===== src/rtl/core/fp_register_file_format_tagged_unit_macros.svh =====
// Assertion helpers used by the register file RTL.
`ifndef FP_REGISTER_FILE_FORMAT_TAGGED_UNIT_MACROS_SVH
`define FP_REGISTER_FILE_FORMAT_TAGGED_UNIT_MACROS_SVH

// cond_a true at an edge implies cond_c true at the same edge
`define FPRF_ASSERT_IMPL(lbl, clk_i, rstn_i, cond_a, cond_c) \
    lbl: assert property (@(posedge clk_i) disable iff (!rstn_i) \
        (cond_a) |-> (cond_c)) else $error("fprf check failed");

// cond_a true at an edge implies cond_c true at the next edge
`define FPRF_ASSERT_NEXT(lbl, clk_i, rstn_i, cond_a, cond_c) \
    lbl: assert property (@(posedge clk_i) disable iff (!rstn_i) \
        (cond_a) |=> (cond_c)) else $error("fprf check failed");

`endif


===== src/rtl/core/fprf_pkg.sv =====
package fprf_pkg;

    localparam int NUM_REGS   = 32;
    localparam int DATA_W     = 64;
    localparam int HALF_W     = 32;
    localparam int REG_IDX_W  = 5;
    localparam int BANK_DEPTH = (NUM_REGS + 1) / 2;
    localparam int BANK_AW    = (BANK_DEPTH > 1) ? $clog2(BANK_DEPTH) : 1;

    localparam logic [HALF_W-1:0] QNAN_SINGLE = 32'h7FBF_FFFF;
    localparam logic [HALF_W-1:0] QNAN_WORD   = 32'h7FFF_FFFF;
    localparam logic [DATA_W-1:0] QNAN_DOUBLE = 64'h7FF7_FFFF_FFFF_FFFF;
    localparam logic [DATA_W-1:0] QNAN_LONG   = 64'h7FFF_FFFF_FFFF_FFFF;
    localparam logic [HALF_W-1:0] FILL_HIGH   = 32'hDEAD_C0DE;

    typedef enum logic [2:0] {
        FMT_UNINT   = 3'd0,
        FMT_SGL     = 3'd1,
        FMT_DBL     = 3'd2,
        FMT_W32     = 3'd3,
        FMT_L64     = 3'd4,
        FMT_UNK     = 3'd5,
        FMT_UNINT32 = 3'd6,
        FMT_UNINT64 = 3'd7
    } fmt_t;

    typedef enum logic [1:0] {
        ST_OK       = 2'd0,
        ST_RESERVED = 2'd1,
        ST_BADFMT   = 2'd2
    } status_t;

    typedef enum logic {
        FUNC_READ  = 1'b0,
        FUNC_WRITE = 1'b1
    } func_t;

    typedef struct packed {
        func_t                func;
        logic [REG_IDX_W-1:0] reg_index;
        fmt_t                 format;
        logic [DATA_W-1:0]    write_value;
    } item_t;

    typedef struct packed {
        logic [DATA_W-1:0] read_value;
        status_t           status;
        logic              format_conflict;
    } result_t;

    typedef struct packed {
        logic               data_en;
        logic               tag_en;
        logic [BANK_AW-1:0] addr;
        logic [DATA_W-1:0]  data;
        fmt_t               tag;
    } bank_wr_t;

endpackage


===== src/rtl/core/fprf_bank.sv =====
// One bank (even or odd register numbers): data, valid bits and format tags.
module fprf_bank
    import fprf_pkg::*;
(
    input  logic               clk,
    input  logic               rst_n,
    input  logic [BANK_AW-1:0] rd_addr,
    output logic [DATA_W-1:0]  rd_data,
    output fmt_t               rd_tag,
    input  bank_wr_t           wr
);

    logic [DATA_W-1:0]     data_reg [BANK_DEPTH];
    logic [BANK_DEPTH-1:0] vld_reg;
    fmt_t                  tag_reg  [BANK_DEPTH];

    always_ff @(posedge clk or negedge rst_n)
    begin
        if (!rst_n)
        begin
            vld_reg <= '0;
            for (int i = 0; i < BANK_DEPTH; i++)
            begin
                tag_reg[i] <= FMT_UNINT;
            end
        end
        else
        begin
            if (wr.data_en)
            begin
                vld_reg[wr.addr] <= 1'b1;
            end
            if (wr.tag_en)
            begin
                tag_reg[wr.addr] <= wr.tag;
            end
        end
    end

    always_ff @(posedge clk)
    begin
        if (wr.data_en)
        begin
            data_reg[wr.addr] <= wr.data;
        end
    end

    // never-written entries read as zero
    assign rd_data = vld_reg[rd_addr] ? data_reg[rd_addr] : '0;
    assign rd_tag  = tag_reg[rd_addr];

endmodule


===== src/rtl/core/fprf_access.sv =====
// Single-pass access logic: tag update, read data select, write steering.
module fprf_access
    import fprf_pkg::*;
(
    input  item_t              item,
    input  logic               fire,
    input  logic               wide,
    output logic [BANK_AW-1:0] rd_addr,
    input  logic [DATA_W-1:0]  even_data,
    input  fmt_t               even_tag,
    input  logic [DATA_W-1:0]  odd_data,
    input  fmt_t               odd_tag,
    output bank_wr_t           even_wr,
    output bank_wr_t           odd_wr,
    output result_t            res
);

    logic [REG_IDX_W:0]  r_ext;
    logic [REG_IDX_W:0]  half;
    logic [REG_IDX_W:0]  half_up;
    logic                odd_sel;
    logic                in_range;
    logic                pair_hi;
    fmt_t                own_tag;
    logic [DATA_W-1:0]   own_data;
    logic [HALF_W-1:0]   hi32;
    fmt_t                f_req;
    fmt_t                f_eff;
    fmt_t                t_adopt;
    fmt_t                t_new;
    fmt_t                w_tag;
    logic                conflict;
    bank_wr_t            own_wr;
    bank_wr_t            mate_wr;
    logic [DATA_W-1:0]   val;
    status_t             st;

    assign r_ext    = {1'b0, item.reg_index};
    assign half     = r_ext >> 1;
    assign half_up  = half + 1'b1;
    assign odd_sel  = item.reg_index[0];
    assign in_range = int'(r_ext) < NUM_REGS;
    assign pair_hi  = (int'(r_ext) + 1) < NUM_REGS;
    assign rd_addr  = half[BANK_AW-1:0];
    assign own_tag  = odd_sel ? odd_tag  : even_tag;
    assign own_data = odd_sel ? odd_data : even_data;
    assign hi32     = pair_hi ? odd_data[HALF_W-1:0] : '0;
    assign f_req    = item.format;

    // read-side tag resolution
    assign f_eff    = (f_req == FMT_UNINT || f_req == FMT_UNK) ? own_tag : f_req;
    assign t_adopt  = (own_tag == FMT_UNINT) ? f_eff : own_tag;
    assign conflict = (f_eff != t_adopt);
    assign t_new    = conflict ? FMT_UNK : t_adopt;

    always_comb
    begin
        own_wr       = '0;
        mate_wr      = '0;
        own_wr.addr  = half[BANK_AW-1:0];
        mate_wr.addr = odd_sel ? half_up[BANK_AW-1:0] : half[BANK_AW-1:0];
        own_wr.tag   = FMT_UNINT;
        mate_wr.tag  = FMT_UNINT;
        val          = '0;
        st           = ST_OK;
        w_tag        = FMT_UNINT;

        if (item.func == FUNC_READ)
        begin
            own_wr.tag_en = 1'b1;
            own_wr.tag    = t_new;
            if (t_new == FMT_UNK)
            begin
                case (f_eff)
                    FMT_SGL: val = {{HALF_W{1'b0}}, QNAN_SINGLE};
                    FMT_DBL: val = QNAN_DOUBLE;
                    FMT_W32: val = {{HALF_W{1'b0}}, QNAN_WORD};
                    FMT_L64: val = QNAN_LONG;
                    default: st  = ST_BADFMT;
                endcase
            end
            else if (f_eff inside {FMT_SGL, FMT_W32})
            begin
                val = {{HALF_W{1'b0}}, own_data[HALF_W-1:0]};
            end
            else if (f_eff inside {FMT_UNINT, FMT_DBL, FMT_L64})
            begin
                if (wide)
                    val = own_data;
                else if (!odd_sel)
                    val = {hi32, even_data[HALF_W-1:0]};
                else
                    st = ST_RESERVED;
            end
            else
            begin
                st = ST_BADFMT;
            end
        end
        else
        begin
            if (f_req inside {FMT_SGL, FMT_W32, FMT_UNINT32})
            begin
                w_tag          = (f_req == FMT_UNINT32) ? FMT_UNINT : f_req;
                own_wr.data_en = 1'b1;
                own_wr.tag_en  = 1'b1;
                own_wr.tag     = w_tag;
                own_wr.data    = {wide ? FILL_HIGH : {HALF_W{1'b0}},
                                  item.write_value[HALF_W-1:0]};
            end
            else if (f_req inside {FMT_UNINT, FMT_DBL, FMT_L64, FMT_UNINT64})
            begin
                w_tag = (f_req == FMT_UNINT64) ? FMT_UNINT : f_req;
                if (wide)
                begin
                    own_wr.data_en = 1'b1;
                    own_wr.tag_en  = 1'b1;
                    own_wr.tag     = w_tag;
                    own_wr.data    = item.write_value;
                end
                else if (!odd_sel)
                begin
                    own_wr.data_en  = 1'b1;
                    own_wr.tag_en   = 1'b1;
                    own_wr.tag      = w_tag;
                    own_wr.data     = {{HALF_W{1'b0}}, item.write_value[HALF_W-1:0]};
                    mate_wr.data_en = pair_hi;
                    mate_wr.tag_en  = pair_hi;
                    mate_wr.tag     = w_tag;
                    mate_wr.data    = {{HALF_W{1'b0}}, item.write_value[DATA_W-1:HALF_W]};
                end
                else
                begin
                    // odd half of a pair: poison both tags, keep data
                    own_wr.tag_en  = 1'b1;
                    own_wr.tag     = FMT_UNK;
                    mate_wr.tag_en = pair_hi;
                    mate_wr.tag    = FMT_UNK;
                    st             = ST_RESERVED;
                end
            end
            else
            begin
                own_wr.tag_en = 1'b1;
                own_wr.tag    = FMT_UNK;
                st            = ST_BADFMT;
            end
        end

        if (st != ST_OK)
            val = '0;

        if (!(fire && in_range))
        begin
            own_wr.data_en  = 1'b0;
            own_wr.tag_en   = 1'b0;
            mate_wr.data_en = 1'b0;
            mate_wr.tag_en  = 1'b0;
        end

        res.read_value      = in_range ? val : '0;
        res.status          = in_range ? st : ST_OK;
        res.format_conflict = in_range && (item.func == FUNC_READ) && conflict;
    end

    assign even_wr = odd_sel ? mate_wr : own_wr;
    assign odd_wr  = odd_sel ? own_wr  : mate_wr;

endmodule


===== src/rtl/core/fp_register_file_format_tagged_unit.sv =====
// Floating-point register file with a format tag per register. One access
// (read or write) is taken per transfer on the req channel and gives exactly
// one transfer on the rsp channel. Throughput is one access per clock while
// rsp_ready is high. The req transfer loads the input register; the access
// then moves into the result register and raises rsp_valid. While rsp_ready
// is low both registers hold and req_ready drops once both are full. The tag
// read-modify-write and the data banks are updated in the same cycle the
// access moves into the result register, so the next access already sees
// them. Registers are held in an even and an odd bank so a 32-bit-mode pair
// reads and writes both halves at one bank address each. wide_registers
// (cfg_wr_data, reset 1) selects 64-bit registers; write it only while no
// access is in flight. Reset makes all data read as zero (per-entry valid
// bits) and all tags uninterpreted at once; no clearing pass is needed.

`include "fp_register_file_format_tagged_unit_macros.svh"

module fp_register_file_format_tagged_unit
    import fprf_pkg::*;
(
    input  logic                 clk,
    input  logic                 rst_n,

    input  logic                 cfg_wr_en,
    input  logic                 cfg_wr_data,

    input  logic                 req_valid,
    output logic                 req_ready,
    input  logic                 func,
    input  logic [REG_IDX_W-1:0] reg_index,
    input  logic [2:0]           format,
    input  logic [DATA_W-1:0]    write_value,

    output logic                 rsp_valid,
    input  logic                 rsp_ready,
    output logic [DATA_W-1:0]    read_value,
    output logic [1:0]           status,
    output logic                 format_conflict
);

    logic               wide_reg;
    logic               s1_vld_reg;
    item_t              item_reg;
    item_t              item_next;
    logic               rsp_vld_reg;
    result_t            rsp_reg;
    result_t            rsp_next;

    logic               out_free;
    logic               s1_go;

    logic [BANK_AW-1:0] rd_addr;
    logic [DATA_W-1:0]  even_data;
    logic [DATA_W-1:0]  odd_data;
    fmt_t               even_tag;
    fmt_t               odd_tag;
    bank_wr_t           even_wr;
    bank_wr_t           odd_wr;

    // result register frees when empty or being taken this cycle
    assign out_free  = !rsp_vld_reg || rsp_ready;
    assign s1_go     = s1_vld_reg && out_free;
    assign req_ready = !s1_vld_reg || out_free;

    assign item_next.func        = func_t'(func);
    assign item_next.reg_index   = reg_index;
    assign item_next.format      = fmt_t'(format);
    assign item_next.write_value = write_value;

    always_ff @(posedge clk or negedge rst_n)
    begin
        if (!rst_n)
        begin
            wide_reg    <= 1'b1;
            s1_vld_reg  <= 1'b0;
            rsp_vld_reg <= 1'b0;
        end
        else
        begin
            if (cfg_wr_en)
                wide_reg <= cfg_wr_data;
            if (req_ready)
                s1_vld_reg <= req_valid;
            if (out_free)
                rsp_vld_reg <= s1_vld_reg;
        end
    end

    // payload: no reset needed
    always_ff @(posedge clk)
    begin
        if (req_valid && req_ready)
            item_reg <= item_next;
        if (s1_go)
            rsp_reg <= rsp_next;
    end

    fprf_access u_access (
        .item      (item_reg),
        .fire      (s1_go),
        .wide      (wide_reg),
        .rd_addr   (rd_addr),
        .even_data (even_data),
        .even_tag  (even_tag),
        .odd_data  (odd_data),
        .odd_tag   (odd_tag),
        .even_wr   (even_wr),
        .odd_wr    (odd_wr),
        .res       (rsp_next)
    );

    fprf_bank u_even_bank (
        .clk     (clk),
        .rst_n   (rst_n),
        .rd_addr (rd_addr),
        .rd_data (even_data),
        .rd_tag  (even_tag),
        .wr      (even_wr)
    );

    fprf_bank u_odd_bank (
        .clk     (clk),
        .rst_n   (rst_n),
        .rd_addr (rd_addr),
        .rd_data (odd_data),
        .rd_tag  (odd_tag),
        .wr      (odd_wr)
    );

    assign rsp_valid       = rsp_vld_reg;
    assign read_value      = rsp_reg.read_value;
    assign status          = rsp_reg.status;
    assign format_conflict = rsp_reg.format_conflict;

    // a faulting access never returns data
    `FPRF_ASSERT_IMPL(a_fault_zero, clk, rst_n, rsp_valid && status != ST_OK, read_value == '0)
    // status code 3 is never produced
    `FPRF_ASSERT_IMPL(a_status_legal, clk, rst_n, rsp_valid, status != 2'd3)
    // a conflict returns a NaN or a format fault, never a reserved status
    `FPRF_ASSERT_IMPL(a_conf_not_rsvd, clk, rst_n, rsp_valid && format_conflict,
                      status != ST_RESERVED)
    // a pending access is not dropped while the result register is blocked
    `FPRF_ASSERT_NEXT(a_s1_hold, clk, rst_n, s1_vld_reg && !out_free, s1_vld_reg)

endmodule


===== config.mk =====
export PLATFORM = sky130hd
export DESIGN_NAME = fp_register_file_format_tagged_unit
export DESIGN_NICKNAME = d
export VERILOG_FILES = /design/src/rtl/core/fprf_pkg.sv /design/src/rtl/core/fprf_bank.sv /design/src/rtl/core/fprf_access.sv /design/src/rtl/core/fp_register_file_format_tagged_unit.sv
export VERILOG_INCLUDE_DIRS = /design/src /design/src/rtl/core
export SDC_FILE = /design/constraint.sdc
export NUM_CORES = 2
export LEC_CHECK = 0
export BUFFER_PORTS_ARGS = -buffer_cell sky130_fd_sc_hd__buf_2
export CAP_MARGIN = 25
export CORE_ASPECT_RATIO = 0.5
export CORE_MARGIN = 4
export CORE_UTILIZATION = 30
export CTS_CLUSTER_DIAMETER = 60
export CTS_CLUSTER_SIZE = 20
export DETAILED_ROUTE_END_ITERATION = 10
export PLACE_DENSITY = 0.52
export REMOVE_ABC_BUFFERS = 1
export SLEW_MARGIN = 30
export SYNTH_ARGS = -nofsm -noshare
export SYNTH_HDL_FRONTEND = slang
export SYNTH_HIERARCHICAL = 1
export SYNTH_SLANG_ARGS = --single-unit
export TNS_END_PERCENT = 20

===== constraint.sdc =====
create_clock -name clk -period 7.7 [get_ports clk]
set_input_delay 0.385 -clock clk [delete_from_list [all_inputs] [get_ports clk]]
set_output_delay 0.385 -clock clk [all_outputs]
set_load 0.05 [all_outputs]

======== Yosys cells after proc, flatten, opt, wreduce, memory -nomap -nowiden ========
Memory sizes are Yosys's and may differ from the RTL's. A register that Yosys moved wholly into a read port is not among the register bits.
Cells that the tools add are included.
cells by class
  shifts and indexed selects .............. 0
  multipliers ............................. 0
  reduce and logical (&&, ||, !) cells .... 24
  muxes and demuxes ....................... 82
  eq/ne operators ......................... 13
  magnitude comparators ................... 12
  div/mod/pow operators ................... 0
  add/sub/neg operators ................... 2
  bitwise logic cells ..................... 7
operator list
  kind                   count
  $mux W64               10
  $mux W67               6
  $pmux W63 S4           1
  $mux W73               2
  $mux W32               4
  $bwmux W48             2
  $mux W3                15
  $lt A32 B7 Y1 const B  1
  $mux W2                16
  $or A16 B16 Y16        2
  $bmux W3 S4            2
  $demux W3 S4           2
  $eq A3 B3 Y1 const B   6
  $ge A5 B5 Y1 const B   3
  $lt A4 B5 Y1 const B   3
  $mux W1                15
  $not A4 Y5             3
  $eq A3 B2 Y1 const B   4
  $mux W4                3
  $lt A5 B1 Y1 const B   2
  $logic_and A1 B1 Y1    9
  $logic_not A3 Y1       3
  $bmux W1 S4            2
  $demux W1 S4           2
  14 further kinds       22
storage, ports and cells
  bits in registers ....................... 271
  word-level logic and storage cells ...... 186
  latch bits .............................. 0
  memories kept ........................... 2
  input bits .............................. 79
  output and inout port bits .............. 69
  memory bits (writable) .................. 2048
  bits in read-only memories .............. 0
memory list
  memory                depth  bits a word  rd ports  clocked after memory_dff  write ports  line             source
  u_even_bank.data_reg  16     64           1         1                         1            fprf_bank.sv:13  logic [DATA_W-1:0] data_reg [BANK_DEPTH];
  u_odd_bank.data_reg   16     64           1         1                         1            fprf_bank.sv:13

======== Longest topological paths before layout ========
  depth in word-level cells ............... 17
  gate-level depth with buffers ........... 13
  depth with buffers taken out ............ 8

======== Hierarchy ========
The synthesis kept the hierarchy.
by module, submodules not included
  module                               instances  area an instance (um^2)  cells an instance  seq. area each (um^2)
  fprf_bank (u_even_bank)              1          41213.3                  1770               32351.0
  fprf_bank (u_odd_bank)               1          41205.8                  1770               32351.0
  fp_register_file_format_tagged_unit  1          4345.4                   150                4280.4
  fprf_access                          1          3882.5                   598                0.0

======== Least setup slack after synthesis ========
Ideal clock, no wire load.
  path type ............................... reg2reg
  from .................................... register rsp_vld_reg (netlist: rsp_valid)
  to ...................................... memory u_even_bank.data_reg[0][0], enable pin
  setup time .............................. 487 ps
  setup slack ............................. 1240 ps
  data required time ...................... 7213 ps
  period minus slack after synthesis ...... 6460 ps
  arrival time ............................ 5973 ps
  buffers on the path ..................... 0
  stages on the path, launching flop included .. 6
  path through ............................ dfrtp_1 -> nand2b_1 -> and2_1 -> and2_1 -> or3b_2 -> nor2_1
RTL lines
  item                    line                                       source
  start, declared         fp_register_file_format_tagged_unit.sv:44  logic rsp_vld_reg;
  start signal, assigned  fp_register_file_format_tagged_unit.sv:84  rsp_vld_reg <= s1_vld_reg;
  end, declared           fprf_bank.sv:13

======== Worst setup path in the final report ========
  from .................................... register item_reg[70] in the netlist's numbering
  to ...................................... register rsp_reg (netlist bit read_value[53]) (data pin)
on the way
  elaborated cells on any way between the ends .. 47
  classes of those cells .................. 1 x add/sub; 2 x order compare; 6 x eq/ne; 29 x mux; 2 x bitwise; 7 x reduce/logical
RTL lines
  item                           line                                       source
  start, declared                fp_register_file_format_tagged_unit.sv:42  item_t item_reg;
  start signal, assigned         fp_register_file_format_tagged_unit.sv:92  item_reg <= item_next;
  $bmux W1 S4                    fprf_bank.sv:49                            assign rd_data = vld_reg[rd_addr] ? data_reg[rd_addr] : '0;
  $mux W1 (not written as such)  fprf_bank.sv:49
  $mux W64                       fprf_bank.sv:49
  named net odd_data[21]         fp_register_file_format_tagged_unit.sv:53  logic [DATA_W-1:0] odd_data;
  $mux W32                       fprf_access.sv:47                          assign hi32 = pair_hi ? odd_data[HALF_W-1:0] : '0;
  $mux W64                       fprf_access.sv:90                          else if (!odd_sel)
  $mux W64                       fprf_access.sv:88                          if (wide)
  $mux W64                       fprf_access.sv:86                          else if (f_eff inside {FMT_UNINT, FMT_DBL, FMT_L64})
  $mux W64                       fprf_access.sv:82                          else if (f_eff inside {FMT_SGL, FMT_W32})
  $mux W64                       fprf_access.sv:72                          if (t_new == FMT_UNK)
  end signal, assigned           fp_register_file_format_tagged_unit.sv:94  rsp_reg <= rsp_next;
  end, declared                  fp_register_file_format_tagged_unit.sv:45  result_t rsp_reg;
The timed path passes the listed nets, and every way through them passes these cells. The select of a mux whose other input is x is not followed.
A chain may end at the register's enable or synchronous reset.

==> flow_summary.yaml <==
status:
  status: "finished, final reports clean"
setup_path:
  startpoint_type: "register"
  critPathArrivalTime_ps: 6360
  critPathRequiredTime_ps: 8210
  crit_path_max_fanout: 80
  worstPathCellList: "buf_12, mux4_2, a22o_1, nor2_4, buf_4, buf_4, a21oi_1, mux2i_1, o21ai_0, nand2_1, a211oi_2"
  critical_path_class: "register to register"
  crit_slowest_cell: "edfxtp_1"
  crit_family: "buffers and inverters"
  critPathMostFrequentCell: "buf_4"
  critPathCaptureType: "register"
  crit_buf_inv: 3
  cp_slowest_stage_delay_ps: 950
grt:
  track_usage_pct: 16.6
  grt_overflow: 0
  grt_pass1_wl_mm: 368
  grt_pass1_vias: 46500
  antenna_found_initial: 24
  grt_max_degree: 139
logic_synthesis:
  synth.avg_cell_area_um2: 21.1
  synthArstFlopShare_pct: 5.65
  synthesis.instances: 4288
  synth_cell_types: 65
  synth_top_area_cell: "edfxtp_1"
  ys_ff_latch: 2319
  synth_edf_count: 2188
  syn_area_mm2: 0.0906
  synth.most_common_cell: "edfxtp_1"
  ys_seq_area_share_pct: 76.1
  synth_common_cells: "edfxtp_1, mux4_2, a22oi_1"
  yosys.area.top_type_share_pct: 72.5
  synth.area.top_cells: "edfxtp_1, mux4_2, dfrtp_1"
  ys_warn_count: 6
  synth_ff_type: "edfxtp_1"
clocking:
  cts_tree: "built"
  clk_latency_ps: 810
  cts_resized: 0
  htreeDepth: 4
  clk_pin_slew_ps: 80
  clock-sinks: 2319
  cts.path.max_buffers: 3
  cts-root-buf: "clkbuf_16"
  cts_made_buffers: 150
sta:
  min_period_over_period_pct: 76.0
  setup_viol: 0
  tightestPinTransition_ps: 1080
  max_slew_margin_pct: 28.1
  finalCriticalPeriod_ps: 5850
  finalHoldViolCount: 0
  max_freq_mhz: 171
  rsz0062_at_grt: "false"
  final.setup.tns_ps: 0
  drv_slew: 0
  skew_ps: 33.3
  whs_ps: 196
floorplan:
  die-area_mm2: 0.312
  start_util_pct: 30.2
  io_pins: 148
  fp-row-count: 142
  die_x_um: 785
  die_h_um: 397
  coreArea_mm2: 0.300
worst_hold_path:
  min_path_type: "input pin to async pin"
routing:
  ant_nets: 0
  drt-initial-drc-count: 6029
  drt-total-wl_mm: 265
  firstDrtPassIters: 6
  via_count: 46300
  drc: 0
  vias_per_cell: 5.37
  wl_per_cell_um: 30.7
pwr:
  p_leak_nw: 30.1
  max-vdd-ir-drop_mv: 0.186
  finalPower_mw: 25.3
  powerDensity_mw_per_mm2: 247
layout:
  layout.nets: 4581
  drive_gt1_share_pct: 27.8
  final_area_mm2: 0.102
  fill_cells: 27800
  fin_cells: 8625
  areaGrowthSynthToFinish_pct: 13.0
placement:
  dp_cells: 8297
  place_congestion: 0.816
  dp_hpwl_mm: 147
  io_buffers: 147
  placed_area_mm2: 0.0968
run:
  drv_cap: 0
-- routing by layer --
metal / global-route usage [%] / part of all wire (%) / vias to the layer above
met2: 26.7 / 48 / 2010
li1: - / - / 18300
met5: 0 / 0.032 / -
met1: 23.4 / 42 / 25700
met4: 3.83 / 2.1 / 12
met3: 3.15 / 8.0 / 341
-- what timing repair did --
| action | CTS | global route |
|---|---|---|
| buffers inserted | 0 | 0 |
| hold endpoints to repair | 140 | 0 |
| hold buffers | 79 | 0 |
-- worst paths after layout --
| check | cells past startpoint | slack (ps) | endpoint | startpoint |
|---|---|---|---|---|
| min in group clk | 2 | 280 | item_reg[6] | write_value[6] |
| max reg2reg | 11 | 1850 | read_value[53] | item_reg[70] |
| max in group asynchronous | 3 | 6400 | u_even_bank/tag_reg[5] | rst_n |
| min | 2 | 200 | u_odd_bank/vld_reg[10] | rst_n |
| min reg2reg | 1 | 470 | u_odd_bank/vld_reg[15] | u_odd_bank/vld_reg[15] |
| max | 11 | 1850 | read_value[53] | item_reg[70] |
-- final cells by class --
| type | instances | area (µm²) | share of cell area, % |
|---|---|---|---|
| inverters | 7 | 26.3 | 0.0257 |
| well taps | 4032 | 5040 | 4.93 |
| repair buffers | 335 | 2910 | 2.84 |
| multi-input cells | 1686 | 20700 | 20.2 |
| clock inverters | 60 | 696 | 0.679 |
| clock buffers | 179 | 4020 | 3.93 |
| diodes | 7 | 17.5 | 0.0171 |
| flip-flops and latches | 2319 | 69000 | 67.3 |
-- layout by cell type, fill, tap and decap left out, types with 10 or more instances in the layout --
cell and n:
buf_4 66, mux2_2 101, buf_2 146, a211oi_2 30
a21oi_1 155, clkinv_2 11, nor2_1 59, o21ai_0 74
clkbuf_1 21, or2_2 35, nand2b_1 16, nor2_2 16
a22oi_1 258, nand2_1 76, dfrtp_1 130, inv_6 14
mux4_2 550, buf_12 34, and2_1 60, mux2i_1 68
edfxtp_1 2188, clkbuf_16 157, a22o_1 36, dlygate4sd3_1 79
nand3_1 12, nor2_4 37, bufinv_16 10
-- kinds of logic after synthesis --
kind of cell / Yosys count / synth area share (%)
xor gates and xnor gates: 6 / 0.0580
DFF: 2319 / 76.1
adders and majority gates: 3 / 0.0414
AOI/OAI and AO/OA: 598 / 4.55
muxes: 723 / 15.7
buffers and inverters: 283 / 1.53
and+or+nand+nor: 356 / 1.98
-- report_power, final --
group	internal [mW]	switching, mW	total (mW)	leakage (nW)
clock	4.12	4.22	8.34	2.31
sequential	14.1	0.228	14.3	20.1
combinational	0.853	1.78	2.63	7.75
total	19.1	6.23	25.3	30.1
-- per-stage QoR --
| stage | worst slack, ps | util (%) |
|---|---|---|
| 2_1_floorplan | -18540 | - |
| 4_1_cts | 1920 | 34.1 |
| 3_3_place_gp | 1840 | 32.2 |
| 3_5_place_dp | 1950 | 32.2 |
| 5_1_grt | 1790 | 34.1 |
| 6_report | 1850 | 34.1 |
Note: power is estimated with default switching activity, not from simulation.
